File: config.mk
export PLATFORM = sky130hd
export DESIGN_NAME = crc_framed_packet_parser
export DESIGN_NICKNAME = d
export VERILOG_FILES = /design/src/cfp_pkg.sv /design/src/cfp_crc.sv /design/src/cfp_parser.sv /design/src/crc_framed_packet_parser.sv
export SDC_FILE = /design/constraint.sdc
export NUM_CORES = 1
export LEC_CHECK = 0
export ABC_AREA = 1
export BUFFER_PORTS_ARGS = -buffer_cell sky130_fd_sc_hd__buf_2
export CORE_MARGIN = 8
export CORE_UTILIZATION = 45
export CTS_CLUSTER_DIAMETER = 120
export DETAILED_ROUTE_END_ITERATION = 12
export SLEW_MARGIN = 20
export SYNTH_ARGS = -nofsm -noshare
export SYNTH_HDL_FRONTEND = slang
export SYNTH_SLANG_ARGS = --single-unit
File: constraint.sdc
create_clock -name clk -period 4 [get_ports clk]
set_input_delay 0.2 -clock clk [delete_from_list [all_inputs] [get_ports clk]]
set_output_delay 0.2 -clock clk [all_outputs]
set_load 0.03 [all_outputs]
File: src/cfp_pkg.sv
// Package for the framed packet parser: word types, register indexes, status codes,
// parse phases and CRC-32 constants. No dependencies.
`default_nettype none

package cfp_pkg;

  localparam logic [7:0]  SYNC_FIRST_RESET  = 8'hA5;
  localparam logic [7:0]  SYNC_SECOND_RESET = 8'h5A;
  localparam int unsigned WRITE_DATA_MAX    = 256;
  localparam logic [8:0]  MAX_LEN_RESET     = 9'(4 + WRITE_DATA_MAX);
  localparam logic [31:0] CRC_POLY          = 32'hEDB88320;
  localparam logic [31:0] CRC_INIT          = 32'hFFFFFFFF;

  localparam int unsigned CFG_IDX_W  = 2;
  localparam int unsigned CFG_DATA_W = 9;

  localparam logic [CFG_IDX_W-1:0] CFG_SYNC_FIRST  = 2'd0;
  localparam logic [CFG_IDX_W-1:0] CFG_SYNC_SECOND = 2'd1;
  localparam logic [CFG_IDX_W-1:0] CFG_MAX_LEN     = 2'd2;

  localparam logic OP_BYTE    = 1'b0;
  localparam logic OP_TIMEOUT = 1'b1;

  localparam logic [1:0] ST_IN_PROGRESS = 2'd0;
  localparam logic [1:0] ST_FRAME_READY = 2'd1;
  localparam logic [1:0] ST_CRC_ERROR   = 2'd2;
  localparam logic [1:0] ST_PARSE_ERROR = 2'd3;

  typedef struct packed {
    logic       operation;
    logic [7:0] rx_byte;
  } in_item_t;

  typedef struct packed {
    logic [1:0]  status;
    logic        payload_valid;
    logic [7:0]  payload_byte;
    logic [8:0]  payload_position;
    logic [7:0]  frame_command;
    logic [7:0]  frame_sequence;
    logic [8:0]  frame_length;
    logic [31:0] frame_crc;
  } out_item_t;

  typedef struct packed {
    logic                  valid;
    logic [CFG_IDX_W-1:0]  index;
    logic [CFG_DATA_W-1:0] data;
  } cfg_wr_t;

  typedef enum logic [10:0] {
    PH_SYNC0   = 11'b000_0000_0001,
    PH_SYNC1   = 11'b000_0000_0010,
    PH_CMD     = 11'b000_0000_0100,
    PH_SEQ     = 11'b000_0000_1000,
    PH_LENLO   = 11'b000_0001_0000,
    PH_LENHI   = 11'b000_0010_0000,
    PH_PAYLOAD = 11'b000_0100_0000,
    PH_CRC0    = 11'b000_1000_0000,
    PH_CRC1    = 11'b001_0000_0000,
    PH_CRC2    = 11'b010_0000_0000,
    PH_CRC3    = 11'b100_0000_0000
  } phase_t;

endpackage

`default_nettype wire

File: src/cfp_crc.sv
// Byte-wide update of the reflected CRC-32 (eight bit steps unrolled).
// Depends on cfp_pkg for the polynomial.
`default_nettype none

module cfp_crc
  import cfp_pkg::*;
(
  input  wire logic [31:0] crc_in,
  input  wire logic [7:0]  data_in,
  output logic      [31:0] crc_out
);

  always_comb begin
    logic [31:0] c;
    c = crc_in ^ {24'd0, data_in};
    for (int k = 0; k < 8; k++) begin
      c = c[0] ? ((c >> 1) ^ CRC_POLY) : (c >> 1);
    end
    crc_out = c;
  end

endmodule

`default_nettype wire

File: src/cfp_parser.sv
// Parser core: configuration registers, phase machine, header and CRC state, and the
// result of one word. Depends on cfp_pkg and cfp_crc.
`default_nettype none

module cfp_parser
  import cfp_pkg::*;
(
  input  wire logic      clk,
  input  wire logic      rst_n,
  input  wire cfg_wr_t   cfg_wr,
  input  wire logic      step,
  input  wire in_item_t  item,
  output out_item_t      result
);

  logic [7:0]  sync_first_r, sync_second_r;
  logic [8:0]  max_len_r;

  phase_t      phase_r, phase_nxt;
  logic [7:0]  cmd_r, cmd_nxt;
  logic [7:0]  seq_r, seq_nxt;
  logic [7:0]  len_lo_r, len_lo_nxt;
  logic [8:0]  len_r, len_nxt;
  logic [8:0]  cnt_r, cnt_nxt;
  logic [31:0] crc_r, crc_nxt;
  logic [23:0] rcrc_r, rcrc_nxt;

  logic [31:0] crc_base, crc_upd;
  logic [15:0] full_len;
  logic [31:0] full_rcrc;
  logic        clear;

  // The command byte starts a fresh CRC.
  assign crc_base = (phase_r == PH_CMD) ? CRC_INIT : crc_r;

  cfp_crc u_crc (
    .crc_in  (crc_base),
    .data_in (item.rx_byte),
    .crc_out (crc_upd)
  );

  assign full_len  = {item.rx_byte, len_lo_r};
  assign full_rcrc = {item.rx_byte, rcrc_r};

  always_ff @(posedge clk) begin
    if (!rst_n) begin
      sync_first_r  <= SYNC_FIRST_RESET;
      sync_second_r <= SYNC_SECOND_RESET;
      max_len_r     <= MAX_LEN_RESET;
    end else if (cfg_wr.valid) begin
      case (cfg_wr.index)
        CFG_SYNC_FIRST:  sync_first_r  <= cfg_wr.data[7:0];
        CFG_SYNC_SECOND: sync_second_r <= cfg_wr.data[7:0];
        CFG_MAX_LEN:     max_len_r     <= cfg_wr.data;
        default: ;
      endcase
    end
  end

  always_comb begin
    phase_nxt  = phase_r;
    cmd_nxt    = cmd_r;
    seq_nxt    = seq_r;
    len_lo_nxt = len_lo_r;
    len_nxt    = len_r;
    cnt_nxt    = cnt_r;
    crc_nxt    = crc_r;
    rcrc_nxt   = rcrc_r;
    clear      = 1'b0;
    result     = '0;

    if (item.operation == OP_TIMEOUT) begin
      clear = 1'b1;
    end else begin
      case (phase_r)
        PH_SYNC0: begin
          if (item.rx_byte == sync_first_r) phase_nxt = PH_SYNC1;
        end
        PH_SYNC1: begin
          // A repeated first sync byte keeps the hunt armed.
          if (item.rx_byte == sync_second_r) phase_nxt = PH_CMD;
          else if (item.rx_byte != sync_first_r) clear = 1'b1;
        end
        PH_CMD: begin
          cmd_nxt   = item.rx_byte;
          crc_nxt   = crc_upd;
          phase_nxt = PH_SEQ;
        end
        PH_SEQ: begin
          seq_nxt   = item.rx_byte;
          crc_nxt   = crc_upd;
          phase_nxt = PH_LENLO;
        end
        PH_LENLO: begin
          len_lo_nxt = item.rx_byte;
          crc_nxt    = crc_upd;
          phase_nxt  = PH_LENHI;
        end
        PH_LENHI: begin
          if (full_len > {7'd0, max_len_r}) begin
            clear         = 1'b1;
            result.status = ST_PARSE_ERROR;
          end else begin
            len_nxt   = full_len[8:0];
            crc_nxt   = crc_upd;
            cnt_nxt   = '0;
            phase_nxt = (full_len == 16'd0) ? PH_CRC0 : PH_PAYLOAD;
          end
        end
        PH_PAYLOAD: begin
          result.payload_valid    = 1'b1;
          result.payload_byte     = item.rx_byte;
          result.payload_position = cnt_r;
          cnt_nxt = cnt_r + 9'd1;
          crc_nxt = crc_upd;
          if (cnt_nxt == len_r) phase_nxt = PH_CRC0;
        end
        PH_CRC0: begin
          rcrc_nxt[7:0] = item.rx_byte;
          phase_nxt     = PH_CRC1;
        end
        PH_CRC1: begin
          rcrc_nxt[15:8] = item.rx_byte;
          phase_nxt      = PH_CRC2;
        end
        PH_CRC2: begin
          rcrc_nxt[23:16] = item.rx_byte;
          phase_nxt       = PH_CRC3;
        end
        PH_CRC3: begin
          result.status         = ((crc_r ^ CRC_INIT) == full_rcrc) ? ST_FRAME_READY
                                                                    : ST_CRC_ERROR;
          result.frame_command  = cmd_r;
          result.frame_sequence = seq_r;
          result.frame_length   = len_r;
          result.frame_crc      = full_rcrc;
          clear = 1'b1;
        end
        default: begin
          clear         = 1'b1;
          result.status = ST_PARSE_ERROR;
        end
      endcase
    end

    if (clear) begin
      phase_nxt  = PH_SYNC0;
      cmd_nxt    = '0;
      seq_nxt    = '0;
      len_lo_nxt = '0;
      len_nxt    = '0;
      cnt_nxt    = '0;
      crc_nxt    = CRC_INIT;
      rcrc_nxt   = '0;
    end
  end

  always_ff @(posedge clk) begin
    if (!rst_n) begin
      phase_r  <= PH_SYNC0;
      cmd_r    <= '0;
      seq_r    <= '0;
      len_lo_r <= '0;
      len_r    <= '0;
      cnt_r    <= '0;
      crc_r    <= CRC_INIT;
      rcrc_r   <= '0;
    end else if (step) begin
      phase_r  <= phase_nxt;
      cmd_r    <= cmd_nxt;
      seq_r    <= seq_nxt;
      len_lo_r <= len_lo_nxt;
      len_r    <= len_nxt;
      cnt_r    <= cnt_nxt;
      crc_r    <= crc_nxt;
      rcrc_r   <= rcrc_nxt;
    end
  end

endmodule

`default_nettype wire

File: src/crc_framed_packet_parser.sv
// Top level of the framed packet parser: input word register, parser core, result register.
// Depends on cfp_pkg and cfp_parser.
//
// Usage: each input word is either a received byte or a receive timeout. Every accepted
// word gives exactly one result word: payload bytes are forwarded with their position,
// the last CRC byte reports frame ready or CRC error with the header fields, and an
// oversize length reports a parse error. A timeout returns the parser to the sync hunt.
// Channels: in_valid/in_ready/in_data, out_valid/out_ready/out_data, and a configuration
// write channel cfg_valid/cfg_ready/cfg_index/cfg_data that is always ready.
// Path: a word accepted from in_data is registered in the input register, processed by the
// parser logic, and its result is registered in the result register and shown on out_data.
// Throughput: one word per cycle while out_ready is high; the byte-wide CRC update and the
// phase machine between the input and result registers are both combinational.
// Reset: synchronous, active low; the registers return to sync bytes 0xA5 and 0x5A and
// a length limit of 260, the parser to the sync hunt, and both stages empty.
// Stall: while out_ready is low the result holds, the input register still takes one
// more word, and in_ready falls once both are full.
`default_nettype none

module crc_framed_packet_parser
  import cfp_pkg::*;
(
  input  wire logic                  clk,
  input  wire logic                  rst_n,
  input  wire logic                  in_valid,
  output logic                       in_ready,
  input  wire in_item_t              in_data,
  output logic                       out_valid,
  input  wire logic                  out_ready,
  output out_item_t                  out_data,
  input  wire logic                  cfg_valid,
  output logic                       cfg_ready,
  input  wire logic [CFG_IDX_W-1:0]  cfg_index,
  input  wire logic [CFG_DATA_W-1:0] cfg_data
);

  logic      in_valid_r, in_valid_nxt;
  in_item_t  in_item_r;
  logic      out_valid_r, out_valid_nxt;
  out_item_t out_item_r;
  out_item_t result;
  logic      advance, step, in_take;
  cfg_wr_t   cfg_wr;

  assign advance = !out_valid_r || out_ready;
  assign step    = in_valid_r && advance;
  assign in_ready = !in_valid_r || advance;
  assign in_take = in_valid && in_ready;

  assign cfg_ready    = 1'b1;
  assign cfg_wr.valid = cfg_valid;
  assign cfg_wr.index = cfg_index;
  assign cfg_wr.data  = cfg_data;

  cfp_parser u_parser (
    .clk    (clk),
    .rst_n  (rst_n),
    .cfg_wr (cfg_wr),
    .step   (step),
    .item   (in_item_r),
    .result (result)
  );

  always_comb begin
    in_valid_nxt  = in_take ? 1'b1 : (step ? 1'b0 : in_valid_r);
    out_valid_nxt = advance ? in_valid_r : out_valid_r;
  end

  always_ff @(posedge clk) begin
    if (!rst_n) begin
      in_valid_r  <= 1'b0;
      out_valid_r <= 1'b0;
    end else begin
      in_valid_r  <= in_valid_nxt;
      out_valid_r <= out_valid_nxt;
    end
  end

  always_ff @(posedge clk) begin
    if (in_take) in_item_r <= in_data;
    if (step) out_item_r <= result;
  end

  assign out_valid = out_valid_r;
  assign out_data  = out_item_r;

endmodule

`default_nettype wire

## Word level (Yosys, flattened, before mapping)

Index checks and enable logic that the tools add are counted.

- Mux-type cells: 54
- Add/subtract/negate cells: 1
- Equal/unequal tests: 24
- Reductions and logical operators: 37
- Order comparisons: 1
- Bitwise gates (word level): 12

Operators with widths:

| cell | number |
|---|---|
| $mux 32 | 12 |
| $not 13->14 | 8 |
| $pmux 11 s10 | 1 |
| $mux 8 | 13 |
| $mux 11 | 6 |
| $pmux 32 s2 | 1 |
| $mux 9 | 7 |
| $mux 24 | 2 |
| $eq 32x32->1 | 1 |
| $not 32->32 | 1 |
| $xor 32x8->32 | 1 |
| $mux 18 | 1 |
| $pmux 9 s2 | 1 |
| $reduce_and 3->1 | 6 |
| $eq 8x8->1 | 2 |
| $gt 16x9->1 | 1 |
| $logic_not 16->1 | 1 |
| $reduce_bool 2->1 | 8 |
| $reduce_and 4->1 | 3 |
| $eq 11x1->1 const B | 1 |
| $eq 11x10->1 const B | 1 |
| $eq 11x11->1 const B | 1 |
| $eq 11x2->1 const B | 1 |
| $eq 11x3->1 const B | 1 |
| other kinds (31) | 48 |

- Output and inout port bits: 80
- Register bits after elaboration: 222
- Word-level logic and storage cells: 154

## Logic depth before layout (Yosys ltp)

Gate-level depths: netlist of run 1.

- Word-level depth: 23
- Mapped depth: 18
- Depth with buffers taken out: 17

## Modules after synthesis

A second synthesis of run 1 with hierarchy kept.

- Cell total of the unflattened synthesis: 1549
- Area, all modules: 11982.7 µm²

By module, submodules not included:

| module | cells each | instances | area each (µm²) |
|---|---|---|---|
| cfp_parser | 1209 | 1 | 7977.7 |
| crc_framed_packet_parser | 101 | 1 | 2688.8 |
| cfp_crc | 239 | 1 | 1316.3 |

## Least setup slack after synthesis of run 1

No wires, ideal clock.

- Kind: register to register
- Start point: reg out_valid_r, in the netlist out_valid
- End point: reg u_parser.rcrc_r[16]
- Setup slack: 0.251 ns
- Buffers on the path: 0
- Data arrival time: 3.616 ns
- Clock period less this slack: 3.749 ns
- Cell stages (with the launch flop): 8
- Cells stage by stage: dfxtp_1 nand2_1 nand2_1 clkinv_1 nand2_1 inv_1 nand2_1 a21oi_1

- Longest elaborated chain between the ends: 4

Ends and longest elaborated chain:

| item | line | text |
|---|---|---|
| from (decl) | crc_framed_packet_parser.sv:39 | `logic out_valid_r, out_valid_nxt;` |
| from (signal assigned) | crc_framed_packet_parser.sv:75 | `out_valid_r <= out_valid_nxt;` |
| $logic_not 1->1 | crc_framed_packet_parser.sv:45 | `assign advance = !out_valid_r \|\| out_ready;` |
| $logic_or 1x1->1 | crc_framed_packet_parser.sv:45 |  |
| $logic_and 1x1->1 | crc_framed_packet_parser.sv:46 | `assign step = in_valid_r && advance;` |
| net step | crc_framed_packet_parser.sv:42 | `logic advance, step, in_take;` |
| $reduce_and 3->1 (no line) | - |  |
| to (signal assigned) | cfp_parser.sv:176 | `rcrc_r <= rcrc_nxt;` |
| to (decl) | cfp_parser.sv:26 | `logic [23:0] rcrc_r, rcrc_nxt;` |

The timed path passes the listed nets, and every way through them passes these cells.
A chain may end at the register's enable or synchronous reset.

## Worst setup path after layout of run 1

- Start point: reg in_item_r[7] (netlist name)
- End point: reg u_parser.rcrc_r[22]

- Longest elaborated chain between the ends: 7
- Elaborated cells on any way between the ends: 12
- Classes of those cells: order compare (1); eq/ne (3); mux (6); reduce/logical (2)

Ends and longest elaborated chain:

| item | line | text |
|---|---|---|
| from (decl) | crc_framed_packet_parser.sv:38 | `in_item_t in_item_r;` |
| from (signal assigned) | crc_framed_packet_parser.sv:80 | `if (in_take) in_item_r <= in_data;` |
| parallel branches: the longest is 3 deep, another holds $gt 16x9->1 | - |  |
| $pmux 1 s3 * | cfp_parser.sv:75 | `case (phase_r)` |
| $mux 1 * | cfp_parser.sv:72 | `if (item.operation == OP_TIMEOUT) begin` |
| $ne 2x1->1 (no line) or $reduce_bool 2->1 (tied branches) | - |  |
| $reduce_and 3->1 (no line) | - |  |

Mark *: on every way between the ends.

==> results of run 1 <==
## how the worst max path moves through the flow
stage                         start                   to  slack, ns  cells after the start
2_1_floorplan             out_valid  u_parser.rcrc_r[16]       0.25                      7
3_3_place_gp           in_item_r[7]  u_parser.rcrc_r[20]       1.09                     11
3_5_place_dp           in_item_r[7]  u_parser.rcrc_r[22]       0.98                     11
5_1_grt        u_parser.len_lo_r[0]  u_parser.rcrc_r[14]       0.67                     15
4_1_cts                in_item_r[7]   u_parser.rcrc_r[6]       0.95                     11
6_report               in_item_r[7]  u_parser.rcrc_r[22]       0.93                     11
## repair_timing
item / CTS / global route
endpoints found under the setup margin: 0 / 0
hold buffers: 21 / 0
hold endpoints to repair: 30 / 0
## layer usage
metal  GRT usage, %  up-vias
met4           5.96        0
met2           32.9      306
met5              0        -
met3           3.55       46
met1           28.7     4598
li1               -     4897
## synth_stat cells, types with 9 or more instances
master / count / area, sq um
nand4_1: 15 / 93.8
clkbuf_1: 22 / 82.6
xnor2_1: 32 / 280
o21ai_1: 13 / 65.1
o211ai_1: 12 / 90.1
nand2_2: 22 / 138
nor2_2: 9 / 56.3
xor2_1: 28 / 245
a21oi_1: 86 / 430
inv_2: 20 / 75.1
ha_1: 10 / 125
buf_2: 16 / 80.1
nand3_1: 150 / 751
nor3_1: 13 / 65.1
nor2_4: 11 / 124
nand2_1: 362 / 1360
nor2_1: 165 / 619
edfxtp_1: 86 / 2580
dfxtp_1: 136 / 2720
inv_1: 143 / 537
o21ai_0: 46 / 230
## layout make-up
| type | count | area (sq um) | share of cell area (%) |
|---|---|---|---|
| clock buffer | 32 | 662 | 5.11 |
| clock inverter | 13 | 194 | 1.50 |
| inverter | 165 | 621 | 4.79 |
| multi-input combinational | 1010 | 4960 | 38.3 |
| sequential | 222 | 5310 | 41.0 |
| tap | 324 | 405 | 3.13 |
| timing repair buffer | 134 | 801 | 6.18 |
## metrics by stage
stage	setup slack [ns]	area, sq um	hold slack (ns)	utilization, %	cells
final	0.929	13000	0.0773	53.3	1900
after global routing	0.669	13000	0.0950	53.3	1900
after CTS	0.952	13000	0.0596	53.3	1900
after detailed placement	0.976	11900	0.390	48.9	1834
after global placement	1.09	11900	0.380	48.9	1834
after floorplan	0.251	11200	0.299	-	1448
## power groups by stage
stage	sequential (W)	combinational (W)	clock, W
after floorplan	0.00264	0.000992	0
after global placement	0.00260	0.00136	0
after detailed placement	0.00261	0.00137	0
after CTS	0.00256	0.00139	0.00242
after global routing	0.00257	0.00155	0.00251
final	0.00256	0.00140	0.00239
## cells by family after synthesis
family,synth area share (%)
DFF,47.5
adders and majority gates,1.12
AOI/OAI and AO/OA,7.99
and+or+nand+nor,30.5
buffers and inverters,8.02
xor gates and xnor gates,4.85
other,0.0336
## critical path: stages, from the launching register on
cell      delay, ns
edfxtp_1       0.52
inv_2          0.21
nand4_1        0.19
nor2_1         0.18
nand2_1        0.07
nand2_1        0.05
nand3_1        0.16
nand2_4        0.42
nand2_2        0.55
buf_4          0.39
nand3_1        0.09
a21oi_1        0.07
## registers in the layout (all words and copies together), names as in the netlist
signal	count
out_data	77
u_parser.crc_r	32
u_parser.rcrc_r	24
u_parser.phase_r	11
in_item_r	9
u_parser.cnt_r	9
u_parser.len_r	9
u_parser.max_len_r	9
u_parser.cmd_r	8
u_parser.len_lo_r	8
u_parser.seq_r	8
u_parser.sync_first_r	8
u_parser.sync_second_r	8
in_valid_r	1
out_valid	1
==> results.py, run 1 <==
metrics = {
    "cts": {
        "cts_setup_buffers": 0,
        "ctsResizeCount": 0,
        "clk_latency_ns": 0.52,
        "cts-buffers-inserted": 25,
        "tritoncts": "done",
        "clock_path_buffers": 3,
        "clock-root-buffer": "clkbuf_16",
        "cts.htree.levels": 1,
        "cts.clk_slew.worst_paths_ns": 0.06,
        "cts_sinks": 222,
    },
    "timing": {
        "rsz0062_at_grt": "no",
        "tightest_slew_ns": 1.08,
        "max_freq_mhz": 326,
        "clock-skew-final_ns": 0.0168,
        "period_share_pct": 76.8,
        "period_needed_ns": 3.07,
        "setup_tns_ns": 0,
        "drv_slew": 0,
        "setup_violations": 0,
        "hold_viol_final": 0,
        "relSlewSlack_pct": 27.7,
    },
    "layout": {
        "final_cell_mix": "362 x nand2_1, 165 x nor2_1, 150 x nand3_1",
        "area_growth_pct": 16.0,
        "final.fill_count": 2359,
        "final_common_cell": "nand2_1",
        "fin_nets": 1593,
        "final_layout_size_suffix_gt1_share_pct": 14.1,
        "antennaDiodeCount": 0,
    },
    "outcome": {
        "status": "completed",
    },
    "grt": {
        "grt_max_degree": 66,
        "antenna_found_initial": 0,
        "first_global_vias": 9215,
        "grt_pass1_wl_microns": 51000,
        "track_usage_pct": 20.8,
        "overflow": 0,
    },
    "place": {
        "hpwlAfterDp_microns": 23600,
        "io_buffers": 103,
        "gp_congestion": 0.925,
    },
    "logic_synthesis": {
        "netlist_area_sq_um": 11200,
        "yosys_warnings": 0,
        "async_flop_share_pct": 0,
        "syn_area_per_cell_sq_um": 7.71,
        "synth_nets": 1483,
        "ys_ff_latch": 222,
        "ys_seq_area_share_pct": 47.5,
        "synthFlopType": "dfxtp_1",
        "post_synth_inst_count": 1448,
        "ys_types": 40,
        "synth_edf_count": 86,
    },
    "power": {
        "swShare_pct": 31.2,
        "intPower_w": 0.00437,
        "powerDensity_nw_per_um2": 490,
        "vdd_drop_max_v": 0.000271,
        "power_leakage_nw": 5.30,
        "seq_power_share_pct": 40.3,
        "pwr-share-comb_pct": 22.1,
        "clock_power_share_pct": 37.6,
        "p_total_w": 0.00635,
        "power_switching_w": 0.00198,
    },
    "floorplan": {
        "core_sq_um": 24300,
        "die_h_microns": 174,
        "die_w_microns": 174,
        "io_pins": 105,
        "die_area_sq_um": 30100,
        "rows": 57,
        "start_util_pct": 45.9,
    },
    "setup_path": {
        "worst-r2r-setup-slack_ns": 0.93,
        "start_kind": "register",
        "cp.required_ns": 4.35,
        "critPathKind": "register to register",
        "timing.rr.start": "in_item_r[7]",
        "cp.arrival_ns": 3.42,
        "rr_endpoint": "u_parser.rcrc_r[22]",
        "worst-r2r-cell-count": 11,
        "critical_path.max_fanout": 35,
        "worst_setup_path_end_kind": "register",
    },
    "detailed_routing": {
        "drc": 0,
        "wl_met3_microns": 2090,
        "wl_met2_microns": 14400,
        "drt_iter0_drc": 823,
        "antenna_left": 0,
        "dr.pass1.iters": 5,
        "vias_per_cell": 5.18,
        "wirelength_microns": 32100,
        "highest_layer": "met4",
        "num_vias": 9847,
        "wl_per_cell_microns": 16.9,
        "m1WireLength_microns": 14900,
    },
    "worst_hold_path": {
        "min_from": "cfg_index[0]",
        "holdPathStages": 3,
        "hold-path-endpoint": "u_parser.max_len_r[8]",
        "min_path_type": "input pin to register",
    },
    "flow_run": {
        "maxCapViolations": 0,
    },
}
Note: power is estimated with default switching activity, not from simulation.
==> run 2, diff against run 1 <==
--- a/config.mk
+++ b/config.mk
@@ -11,6 +11,7 @@
 export CORE_UTILIZATION = 45
 export CTS_CLUSTER_DIAMETER = 120
 export DETAILED_ROUTE_END_ITERATION = 12
+export PLACE_DENSITY = 0.66
 export SLEW_MARGIN = 20
 export SYNTH_ARGS = -nofsm -noshare
 export SYNTH_HDL_FRONTEND = slang
==> constraint.sdc (replaced) <==
create_clock -name clk -period 2.8 [get_ports clk]
set_input_delay 0.14 -clock clk [delete_from_list [all_inputs] [get_ports clk]]
set_output_delay 0.14 -clock clk [all_outputs]
set_load 0.03 [all_outputs]
==> run 2 against run 1 <==
Wire length is 0.65% lower. Non-clock buffer count grew 26. Clock power rose by 36%. Combinational power increased by 48%. Largest cell class unchanged. Fmax is 18% higher.
==> results.py, run 2 (synthesized netlist as in run 1, its figures left out) <==
metrics = {
    "outcome": {
        "status": "completed",
    },
    "grt": {
        "grt_max_degree": 66,
        "overflow": 0,
        "track_usage_pct": 20.7,
        "antenna_found_initial": 0,
        "first_global_vias": 9555,
        "grt_pass1_wl_microns": 51200,
    },
    "detailed_routing": {
        "antenna_left": 0,
        "drc": 0,
        "num_vias": 9994,
        "vias_per_cell": 5.19,
        "wl_per_cell_microns": 16.6,
        "wirelength_microns": 31900,
        "dr.pass1.iters": 7,
        "drt_iter0_drc": 781,
    },
    "timing": {
        "drv_slew": 0,
        "clock-skew-final_ns": 0.0130,
        "hold_viol_final": 0,
        "period_needed_ns": 2.60,
        "rsz0062_at_grt": "no",
        "max_freq_mhz": 384,
        "period_share_pct": 93.0,
        "tightest_slew_ns": 0.711,
        "relSlewSlack_pct": 52.6,
        "hold_slack_ns": 0.0193,
        "setup_tns_ns": 0,
        "finalWorstSetupSlack_ns": 0.196,
        "setup_violations": 0,
    },
    "setup_path": {
        "cp_slowest_stage_delay_ns": 0.34,
        "path_cells": "nor2_4 -> nand2_4 -> nor2_4 -> nand2_2 -> buf_4 -> nand2_1 -> nand2_1 -> nand2_1 -> inv_2 -> nand2_1 -> nand2_1 -> nand2_1 -> nand2_1 -> nand3_1 -> nand3_1 -> nand2_1 -> nand2_1",
        "crit_path_end": "u_parser.crc_r[20]",
        "worst-r2r-setup-slack_ns": 0.20,
        "rr_endpoint": "u_parser.crc_r[20]",
        "critPathKind": "register to register",
        "critical_path.max_fanout": 24,
        "worst-r2r-cell-count": 17,
        "cp_common_cell": "nand2_1",
        "cp.arrival_ns": 3.01,
        "slowest_stage": "dfxtp_1",
        "crit_start": "u_parser.phase_r[8]",
        "worst_setup_path_end_kind": "register",
        "cp.required_ns": 3.21,
        "start_kind": "register",
        "timing.rr.start": "u_parser.phase_r[8]",
    },
    "layout": {
        "antennaDiodeCount": 0,
        "fin_nets": 1618,
        "largest_reg_flops": 77,
        "final.fill_count": 2308,
        "final_common_cell": "nand2_1",
        "area_growth_pct": 17.6,
        "final_cell_mix": "362 x nand2_1, 165 x nor2_1, 150 x nand3_1",
        "final_layout_size_suffix_gt1_share_pct": 15.6,
    },
    "cts": {
        "clk_latency_ns": 0.52,
        "cts_sinks": 222,
        "cts.clk_slew.worst_paths_ns": 0.06,
        "clock-root-buffer": "clkbuf_16",
        "tritoncts": "done",
        "cts-buffers-inserted": 24,
        "cts_setup_buffers": 0,
        "cts.htree.levels": 1,
        "clock_path_buffers": 3,
    },
    "worst_hold_path": {
        "min_path_type": "input pin to register",
    },
    "floorplan": {
        "core_sq_um": 24300,
        "io_pins": 105,
        "die_area_sq_um": 30100,
        "start_util_pct": 45.9,
        "die_h_microns": 174,
        "rows": 57,
        "die_w_microns": 174,
    },
    "place": {
        "dpl_worst_slack_ns": 0.109,
        "hpwlAfterDp_microns": 23400,
        "io_buffers": 103,
        "gp_congestion": 0.937,
    },
    "power": {
        "vdd_drop_max_v": 0.000398,
        "power_leakage_nw": 5.42,
        "powerDensity_nw_per_um2": 684,
    },
    "flow_run": {
        "maxCapViolations": 0,
    },
}
## run 2: final cells by class
class                           count  area [sq um]  area share [%]
Sequential cell                   222          5310            40.4
Inverter                          165           627            4.77
Timing Repair Buffer              160          1020            7.74
Clock inverter                     12           141            1.08
Tap cell                          324           405            3.09
Multi-Input combinational cell   1010          4960            37.8
Clock buffer                       32           672            5.12
## run 2: worst min-delay path by stage
stage                            start                     to  cells past startpoint
final                     cfg_index[0]  u_parser.max_len_r[2]                      3
after floorplan             in_data[0]           in_item_r[0]                      0
after detailed placement    in_data[0]           in_item_r[0]                      1
after global placement      in_data[1]           in_item_r[1]                      1
after global routing      cfg_index[0]  u_parser.max_len_r[2]                      3
after CTS                 cfg_index[0]  u_parser.max_len_r[8]                      3
## run 2: power breakdown
group / internal (W) / switching, W
registers: 0.00352 / 0.000132
logic: 0.000639 / 0.00143
clock network: 0.00196 / 0.00129
## run 2: repair_timing
item / in CTS / in global routing
gates resized for setup: 0 / 5
endpoints found under the setup margin: 0 / 51
hold buffers: 21 / 0
hold endpoints to repair: 36 / 0
## run 2: routing by layer
layer | routed length, microns | up-vias | part of all wire (%) | GRT usage, %
met3 | 2700 | 75 | 8.5 | 4.27
li1 | - | 4967 | - | -
met4 | 1040 | 0 | 3.3 | 7.62
met1 | 13900 | 4535 | 44 | 27.4
met5 | 0 | - | 0 | 0
met2 | 14200 | 417 | 45 | 32.8
## run 2: critical path: cells and delay by family, from the launching register on
| family | cells | cell delay, ns |
|---|---|---|
| flip-flops | 1 | 0.34 |
| AND/OR/NAND/NOR | 15 | 1.78 |
| buffers and inverters | 2 | 0.36 |
## run 2: per-stage QoR
| stage | std cells | instance area (sq um) | utilization (%) | total power (W) |
|---|---|---|---|---|
| after floorplan | 1448 | 11200 | - | 0.00519 |
| after global placement | 1860 | 12100 | 49.7 | 0.00569 |
| after detailed placement | 1860 | 12100 | 49.7 | 0.00572 |
| after CTS | 1925 | 13100 | 53.9 | 0.00898 |
| after global routing | 1925 | 13100 | 54.0 | 0.00938 |
| final | 1925 | 13100 | 54.0 | 0.00897 |
